--- src/sv/hsr_pkg.sv ---
package hsr_pkg;
   localparam int SEED_WORDS = 8;
   localparam logic [7:0] IPAD = 8'h36;
   localparam logic [7:0] OPAD = 8'h5C;
   localparam int CSR_IDX_W = 3;

   // Per-block control from the sequencer to the hash engine
   typedef struct packed {
      logic        start;
      logic [63:0] counter;
   } hsr_cmd_type;

   typedef struct packed {
      logic         done;
      logic [255:0] digest;
   } hsr_res_type;

   localparam logic [31:0] ROUND_K [64] = '{
      32'h428a2f98, 32'h71374491, 32'hb5c0fbcf, 32'he9b5dba5, 32'h3956c25b, 32'h59f111f1,
      32'h923f82a4, 32'hab1c5ed5, 32'hd807aa98, 32'h12835b01, 32'h243185be, 32'h550c7dc3,
      32'h72be5d74, 32'h80deb1fe, 32'h9bdc06a7, 32'hc19bf174, 32'he49b69c1, 32'hefbe4786,
      32'h0fc19dc6, 32'h240ca1cc, 32'h2de92c6f, 32'h4a7484aa, 32'h5cb0a9dc, 32'h76f988da,
      32'h983e5152, 32'ha831c66d, 32'hb00327c8, 32'hbf597fc7, 32'hc6e00bf3, 32'hd5a79147,
      32'h06ca6351, 32'h14292967, 32'h27b70a85, 32'h2e1b2138, 32'h4d2c6dfc, 32'h53380d13,
      32'h650a7354, 32'h766a0abb, 32'h81c2c92e, 32'h92722c85, 32'ha2bfe8a1, 32'ha81a664b,
      32'hc24b8b70, 32'hc76c51a3, 32'hd192e819, 32'hd6990624, 32'hf40e3585, 32'h106aa070,
      32'h19a4c116, 32'h1e376c08, 32'h2748774c, 32'h34b0bcb5, 32'h391c0cb3, 32'h4ed8aa4a,
      32'h5b9cca4f, 32'h682e6ff3, 32'h748f82ee, 32'h78a5636f, 32'h84c87814, 32'h8cc70208,
      32'h90befffa, 32'ha4506ceb, 32'hbef9a3f7, 32'hc67178f2};

   localparam logic [255:0] INIT_H = {
      32'h6a09e667, 32'hbb67ae85, 32'h3c6ef372, 32'ha54ff53a,
      32'h510e527f, 32'h9b05688c, 32'h1f83d9ab, 32'h5be0cd19};

   function automatic logic [31:0] rotr(input logic [31:0] x, input int n);
      rotr = (x >> n) | (x << (32 - n));
   endfunction
endpackage

--- src/sv/hsr_round.sv ---
// One SHA-256 round plus message schedule step; shared by all compressions
module hsr_round (
   input  logic [255:0] state_i,
   input  logic [511:0] sched_i,
   input  logic [5:0]   round_i,
   output logic [255:0] state_o,
   output logic [511:0] sched_o
);
   logic [31:0] a, b, c, d, e, f, g, h, w0, t1, t2, s0, s1, wn;

   always_comb begin
      {a, b, c, d, e, f, g, h} = state_i;
      w0 = sched_i[511:480];
      t1 = h + (hsr_pkg::rotr(e, 6) ^ hsr_pkg::rotr(e, 11) ^ hsr_pkg::rotr(e, 25))
           + ((e & f) ^ (~e & g)) + hsr_pkg::ROUND_K[round_i] + w0;
      t2 = (hsr_pkg::rotr(a, 2) ^ hsr_pkg::rotr(a, 13) ^ hsr_pkg::rotr(a, 22))
           + ((a & b) ^ (a & c) ^ (b & c));
      state_o = {t1 + t2, a, b, c, d + t1, e, f, g};
      // window holds w[i]..w[i+15], oldest in the top word
      s0 = hsr_pkg::rotr(sched_i[479:448], 7) ^ hsr_pkg::rotr(sched_i[479:448], 18)
           ^ (sched_i[479:448] >> 3);
      s1 = hsr_pkg::rotr(sched_i[63:32], 17) ^ hsr_pkg::rotr(sched_i[63:32], 19)
           ^ (sched_i[63:32] >> 10);
      wn = w0 + s0 + sched_i[223:192] + s1;
      sched_o = {sched_i[479:0], wn};
   end
endmodule

--- src/sv/hsr_engine.sv ---
// HMAC block engine: four compressions through one round unit
module hsr_engine (
   input  logic                clock,
   input  logic                reset,
   input  logic [511:0]        key_i,
   input  hsr_pkg::hsr_cmd_type cmd_i,
   output hsr_pkg::hsr_res_type res_o
);
   typedef enum logic [1:0] {IDLE, LOAD, RUN, FOLD} state_type;

   state_type    state_ff, state_in;
   logic [1:0]   comp_ff, comp_in;
   logic [5:0]   round_ff, round_in;
   logic [255:0] work_ff, work_in, hash_ff, hash_in, inner_ff, inner_in;
   logic [511:0] sched_ff, sched_in, blk;
   logic [63:0]  ctr_ff, ctr_in;
   logic         done_ff, done_in;
   logic [255:0] rstate;
   logic [511:0] rsched;
   logic [511:0] keyx;
   logic [63:0]  ctr_be;

   hsr_round u_round (.state_i(work_ff), .sched_i(sched_ff), .round_i(round_ff),
                      .state_o(rstate), .sched_o(rsched));

   // Build the message block for the current compression
   always_comb begin
      for (int i = 0; i < 64; i++)
         keyx[511 - 8*i -: 8] = key_i[8*i +: 8] ^ (comp_ff[1] ? hsr_pkg::OPAD : hsr_pkg::IPAD);
      for (int i = 0; i < 8; i++)
         ctr_be[63 - 8*i -: 8] = ctr_ff[8*i +: 8];
      case (comp_ff)
         2'd0, 2'd2: blk = keyx;
         2'd1: blk = {ctr_be, 8'h80, 376'd0, 64'd576};
         default: blk = {inner_ff, 8'h80, 184'd0, 64'd768};
      endcase
   end

   always_comb begin
      state_in = state_ff; comp_in = comp_ff; round_in = round_ff;
      work_in = work_ff; sched_in = sched_ff; hash_in = hash_ff;
      inner_in = inner_ff; ctr_in = ctr_ff; done_in = 1'b0;
      unique case (state_ff)
         IDLE: if (cmd_i.start) begin
            ctr_in = cmd_i.counter; comp_in = 2'd0;
            hash_in = hsr_pkg::INIT_H; state_in = LOAD;
         end
         LOAD: begin
            work_in = hash_ff; sched_in = blk; round_in = 6'd0; state_in = RUN;
         end
         RUN: begin
            work_in = rstate; sched_in = rsched; round_in = round_ff + 6'd1;
            if (round_ff == 6'd63) state_in = FOLD;
         end
         FOLD: begin
            for (int i = 0; i < 8; i++)
               hash_in[32*i +: 32] = hash_ff[32*i +: 32] + work_ff[32*i +: 32];
            comp_in = comp_ff + 2'd1;
            state_in = LOAD;
            if (comp_ff == 2'd1) begin
               inner_in = hash_in; hash_in = hsr_pkg::INIT_H;
            end else if (comp_ff == 2'd3) begin
               done_in = 1'b1; state_in = IDLE;
            end
         end
         default: state_in = IDLE;
      endcase
   end

   always_ff @(posedge clock) begin
      if (reset) begin
         state_ff <= IDLE; done_ff <= 1'b0; comp_ff <= 2'd0; round_ff <= 6'd0;
      end else begin
         state_ff <= state_in; done_ff <= done_in; comp_ff <= comp_in; round_ff <= round_in;
      end
      work_ff <= work_in; sched_ff <= sched_in; hash_ff <= hash_in;
      inner_ff <= inner_in; ctr_ff <= ctr_in;
   end

   assign res_o.done = done_ff;
   assign res_o.digest = hash_ff;
endmodule

--- src/sv/hmac_sha256_counter_random_bytes_top.sv ---
// HMAC-SHA256 counter-mode random byte source.
// Seed: eight 64-bit words, written through csr_we/csr_index/csr_wdata.
// Request: req_tdata[8:0] = byte count; values above MAX_REQUEST_BYTES saturate,
// zero gives no output and leaves the block counter alone.
// Response: one word per up to eight bytes on rsp_tdata[63:0], first byte low,
// unused bytes zero; rsp_tuser = valid byte count, rsp_tlast marks the final word.
// Each 32-byte block costs four compressions of 64 rounds through one shared
// round unit; the digest is then taken and handed out as four words, and the
// next block is started when the fourth word is issued. The user must write
// the seed only while idle; the block does not enforce it.
// req_tready is low while a request runs or a word waits.
// Word output waits while the receiver holds rsp_tready low; nothing is lost.
// The 64-bit block counter advances once per block, even a partly used one.
// Synchronous reset clears the counter, the seed, the state registers and the output valid flag.
module hmac_sha256_counter_random_bytes_top #(
   parameter int MAX_REQUEST_BYTES = 256
) (
   input  logic        clock,
   input  logic        reset,
   input  logic        req_tvalid,
   output logic        req_tready,
   input  logic [15:0] req_tdata,   // request_bytes[8:0], zero fill
   output logic        rsp_tvalid,
   input  logic        rsp_tready,
   output logic [63:0] rsp_tdata,   // random_word[63:0]
   output logic [3:0]  rsp_tuser,   // valid_bytes[3:0]
   output logic        rsp_tlast,   // last_word
   input  logic        csr_we,
   input  logic [hsr_pkg::CSR_IDX_W-1:0] csr_index,
   input  logic [63:0] csr_wdata
);
   localparam int CW = $clog2(MAX_REQUEST_BYTES + 1);
   localparam int RW = (CW > 9) ? CW : 9;

   typedef enum logic [1:0] {IDLE, HASH, EMIT} state_type;

   state_type    state_ff, state_in;
   logic [511:0] seed_ff;
   logic [63:0]  ctr_ff, ctr_in;
   logic [RW-1:0] rem_ff, rem_in, req_sat;
   logic [1:0]   wsel_ff, wsel_in;
   logic [255:0] blk_ff, blk_in;
   logic         rv_ff, rv_in;
   logic [63:0]  rd_ff, rd_in, mask;
   logic [3:0]   ru_ff, ru_in, take;
   logic         rl_ff, rl_in;
   logic [63:0]  bword;
   hsr_pkg::hsr_cmd_type cmd;
   hsr_pkg::hsr_res_type res;

   hsr_engine u_engine (.clock(clock), .reset(reset), .key_i(seed_ff), .cmd_i(cmd), .res_o(res));

   // Seed registers
   always_ff @(posedge clock) begin
      if (reset) seed_ff <= '0;
      else if (csr_we) seed_ff[64*csr_index +: 64] <= csr_wdata;
   end

   always_comb begin
      req_sat = (RW'(req_tdata[8:0]) > RW'(MAX_REQUEST_BYTES)) ? RW'(MAX_REQUEST_BYTES)
                : RW'(req_tdata[8:0]);
      take = (rem_ff < RW'(8)) ? rem_ff[3:0] : 4'd8;
      mask = ~64'd0 >> (7'd64 - {take[3:0], 3'b000});
      // digest bytes leave in big-endian order, word 0 first
      for (int i = 0; i < 8; i++)
         bword[8*i +: 8] = blk_ff[255 - 64*wsel_ff - 8*i -: 8];
   end

   always_comb begin
      state_in = state_ff; ctr_in = ctr_ff; rem_in = rem_ff; wsel_in = wsel_ff;
      blk_in = blk_ff; rv_in = rv_ff; rd_in = rd_ff; ru_in = ru_ff; rl_in = rl_ff;
      cmd.start = 1'b0; cmd.counter = ctr_ff;
      if (rv_ff && rsp_tready) rv_in = 1'b0;
      unique case (state_ff)
         IDLE: if (req_tvalid && req_tready && req_sat != '0) begin
            rem_in = req_sat; cmd.start = 1'b1; state_in = HASH;
         end
         HASH: if (res.done) begin
            blk_in = res.digest; ctr_in = ctr_ff + 64'd1; wsel_in = 2'd0; state_in = EMIT;
         end
         EMIT: if (!rv_ff || rsp_tready) begin
            rv_in = 1'b1; rd_in = bword & mask; ru_in = take;
            rl_in = (rem_ff == RW'(take));
            rem_in = rem_ff - RW'(take);
            wsel_in = wsel_ff + 2'd1;
            if (rem_ff == RW'(take)) state_in = IDLE;
            else if (wsel_ff == 2'd3) begin
               cmd.start = 1'b1; state_in = HASH;
            end
         end
         default: state_in = IDLE;
      endcase
   end

   always_ff @(posedge clock) begin
      if (reset) begin
         state_ff <= IDLE; ctr_ff <= '0; rv_ff <= 1'b0;
      end else begin
         state_ff <= state_in; ctr_ff <= ctr_in; rv_ff <= rv_in;
      end
      rem_ff <= rem_in; wsel_ff <= wsel_in; blk_ff <= blk_in;
      rd_ff <= rd_in; ru_ff <= ru_in; rl_ff <= rl_in;
   end

   assign req_tready = (state_ff == IDLE) && !rv_ff;
   assign rsp_tvalid = rv_ff;
   assign rsp_tdata = rd_ff;
   assign rsp_tuser = ru_ff;
   assign rsp_tlast = rl_ff;
endmodule

--- config.mk ---
export PLATFORM = sky130hd
export DESIGN_NAME = hmac_sha256_counter_random_bytes_top
export DESIGN_NICKNAME = d
export VERILOG_FILES = /design/src/sv/hsr_pkg.sv /design/src/sv/hsr_round.sv /design/src/sv/hsr_engine.sv /design/src/sv/hmac_sha256_counter_random_bytes_top.sv
export SDC_FILE = /design/constraint.sdc
export NUM_CORES = 2
export LEC_CHECK = 0
export BUFFER_PORTS_ARGS = -buffer_cell sky130_fd_sc_hd__buf_2
export CAP_MARGIN = 20
export CORE_MARGIN = 1
export CORE_UTILIZATION = 30
export DETAILED_ROUTE_END_ITERATION = 10
export SYNTH_ARGS = -nofsm -noshare
export SYNTH_HDL_FRONTEND = slang
export SYNTH_SLANG_ARGS = --single-unit
--- constraint.sdc ---
create_clock -name clock -period 17.4 [get_ports clock]
set_input_delay 0.87 -clock clock [delete_from_list [all_inputs] [get_ports clock]]
set_output_delay 0.87 -clock clock [all_outputs]
set_load 0.01 [all_outputs]
==> metrics.md <==
| Metric | Value |
|---|---|
| Post-synth top cells | edfxtp_1, nand2_1, a21oi_1 |
| Total GRT Usage | 0.221 |
| Area of the multi-input gates | 51500 µm² |
| Initial Util | 0.302 |
| CTS sink count | 2270 |
| Post-Synthesis Cells | 10.9k |
| Largest net degree at the start of global routing | 203 |
| Total Routed Length | 456000 µm |
| Yosys cell types | 101 |
| Fin. max-slew vios | 0 |
| Post-CTS sizing | 0 |
| Iteration-0 DRC Markers | 10.6k |
| Worst-Margin Slew | 1.38 ns |
| CTS root buffer | clkbuf_16 |
| Register area | 62300 µm² |
| Vias per inst | 5.39 |
| Initial antenna violation count | 36 |
| Global-route wire length before repair | 627000 µm |
| Vias | 87.5k |
| Highest clock rate | 79.7 MHz |
| Setup TNS | 0 ns |
| Setup crit end kind | register |
| Worst Path Max Fanout | 25 |
| RSZ-0062 raised after global routing | no |
| Critical Path Max Stage Delay | 0.99 ns |
| Drt first pass iters | 6 |
| WL/cell | 28.1 µm |
| Critical path type | register to register |
| Largest area contributor in the netlist | edfxtp_1 |
| Yosys reg bits | 2270 |
| Port Buffers | 151 |
| Number of buffers created by CTS | 263 |
| Vias in the first global route | 80.6k |
| Layout cells sized above 1 | 0.101 |
| Die ar. | 396000 µm² |
| Num ports | 159 |
| Layout fillers | 39.2k |
| MaxCap Viol Count | 0 |
| Cell mode on critical path | fa_1 |
| Reg clk slew, reported paths | 0.06 ns |
| Final hold vios | 0 |
| Synthesized area | 118000 µm² |
| Nets@finish | 11.4k |
| Die Y | 629 µm |
| Final Cycle Share | 0.721 |
| Sequential share of the synthesized area | 0.528 |
| Ranking of synthesized cells by area | edfxtp_1, dfxtp_1, a21oi_1 |
| Post-cts hold buffer count | 0 |
| Most common cell in the netlist | edfxtp_1 |
| Core Box Area | 390000 µm² |
| Area grow syn2layout | 12.3% |
| Hold WC Path Type | input pin to register |
| Clock Latency Late Sink | 0.94 ns |
| Post-CTS Setup Repair Bufs | 0 |
| CTS HTree Levels | 5 |
| Clk_skew | 0.0603 ns |
| Grt ovf | 0 |
| Yosys warnings | 0 |
| Overall die width | 629 µm |
| Status | finished, final reports clean |
| Slowest CP cell | a2111oi_0 |
| HPWL after DPL | 330000 µm |
| Ys flop type | edfxtp_1 |
| Net Count, Synth | 11.6k |
| Post-Syn Area per Cell | 10.9 µm² |
| FP Rows | 229 |
| Startpoint Class | register |
| Worst rel slew slack | 0.0739 |
| Setup violators final | 0 |
| CTS tree | yes |
| Ys async rst share | 0 |
| Arrival time worst endpoint | 13.22 ns |
| Synth top area share | 0.427 |
| Remaining DRCs | 0 |
| Gpl congestion | 0.975 |
| CTS Buffer Depth | 4 |
| DRT antenna net count | 0 |
| Minimum clock period | 12.54 ns |
| Post-synth EDFFs | 1680 |
| Req. time, crit path | 18.08 ns |
==> sequential cells by signal, indices dropped and copies added, names as in the netlist, 2 cells and up <==
name / cells
u_engine.inner_ff: 256
wsel_ff: 2
u_engine.work_ff: 256
rem_ff: 9
u_engine.ctr_ff: 64
u_engine.state_ff: 2
state_ff: 2
u_engine.hash_ff: 256
u_engine.round_ff: 6
rsp_tuser: 4
blk_ff: 256
u_engine.comp_ff: 2
u_engine.sched_ff: 512
ctr_ff: 64
rsp_tdata: 64
seed_ff: 512
==> worst paths after layout <==
check	startpoint	end	slack, ns	cells past startpoint
worst min register to register	seed_ff[364]$_SDFFE_PP0P_	seed_ff[364]$_SDFFE_PP0P_	0.45	2
worst max register to register	u_engine.round_ff[1]$_SDFFE_PP0P_	u_engine.work_ff[255]$_DFFE_PP_	4.86	31
worst max-delay path	u_engine.round_ff[1]$_SDFFE_PP0P_	u_engine.work_ff[255]$_DFFE_PP_	4.86	31
worst min-delay path	req_tdata[6]	rem_ff[6]$_DFFE_PP_	0.28	3
==> final cells by class <==
type,instances,area share
sequential,2270,0.470
antenna,82,0.00155
timing repair buffer,304,0.0153
inverter,417,0.0119
tap,5197,0.0490
multi-input combinational,7471,0.388
clock buffer,343,0.0541
clock inverter,138,0.0101
==> logic make-up (layout without fill, tap and decap cells) <==
group,Yosys count,after routing,share of synthesized area
XOR/XNOR,865,865,0.0642
adder cells (fa/ha/maj),631,631,0.0787
multiplexers,339,339,0.0389
AO/OA/AOI/OAI,2575,2575,0.133
AND/OR/NAND/NOR,3060,3060,0.120
other,1,83,0.0000318
buffers and inverters,1134,1202,0.0379
flip-flops,2270,2270,0.528
==> critical path, delay by kind of cell, from the launching register on <==
family | cells | cell delay [ns]
buffers and inverters | 4 | 0.90
adder cells (fa/ha/maj) | 8 | 3.71
XOR/XNOR | 3 | 0.74
AND/OR/NAND/NOR | 5 | 1.19
multiplexers | 1 | 0.26
flip-flops | 1 | 0.31
AO/OA/AOI/OAI | 10 | 5.14
==> per-layer routing <==
layer  part of all wire  global-route usage  vias up
li1                   -                   -    38897
met1               0.40               0.284    43976
met2               0.44               0.337     3857
met3              0.080              0.0396      763
met4              0.079               0.156        6
met5            0.00010                   0        -
==> stage by stage <==
| step | setup slack [ns] | utilization | std cells | area (µm²) | hold WS (ns) |
|---|---|---|---|---|---|
| after floorplan | 4.62 | - | 10875 | 118000 | 0.428 |
| after global placement | 5.40 | 0.317 | 15654 | 124000 | 0.437 |
| after detailed placement | 5.53 | 0.317 | 15656 | 124000 | 0.442 |
| after CTS | 5.42 | 0.339 | 16137 | 132000 | 0.232 |
| after global routing | 4.70 | 0.340 | 16200 | 133000 | 0.278 |
| final | 4.86 | 0.340 | 16222 | 133000 | 0.279 |
==> layout by cell type (no fill, tap or decap), types with 87 or more instances in the layout <==
| cell | instances |
|---|---|
| a21o_1 | 163 |
| a21oi_1 | 1060 |
| a221oi_1 | 188 |
| and2_1 | 134 |
| and3_1 | 99 |
| buf_2 | 149 |
| buf_4 | 145 |
| clkbuf_16 | 269 |
| dfxtp_1 | 585 |
| edfxtp_1 | 1680 |
| fa_1 | 195 |
| ha_1 | 402 |
| inv_1 | 411 |
| mux2_2 | 248 |
| nand2_1 | 1301 |
| nand2b_1 | 180 |
| nand3_1 | 467 |
| nor2_1 | 469 |
| nor2b_1 | 121 |
| nor3_1 | 87 |
| o21ai_0 | 587 |
| xnor2_1 | 574 |
| xor2_1 | 291 |
Power is left out: the tool's default activity adds up to more than one toggle a clock period on the data nets, which glitch-free logic cannot reach.
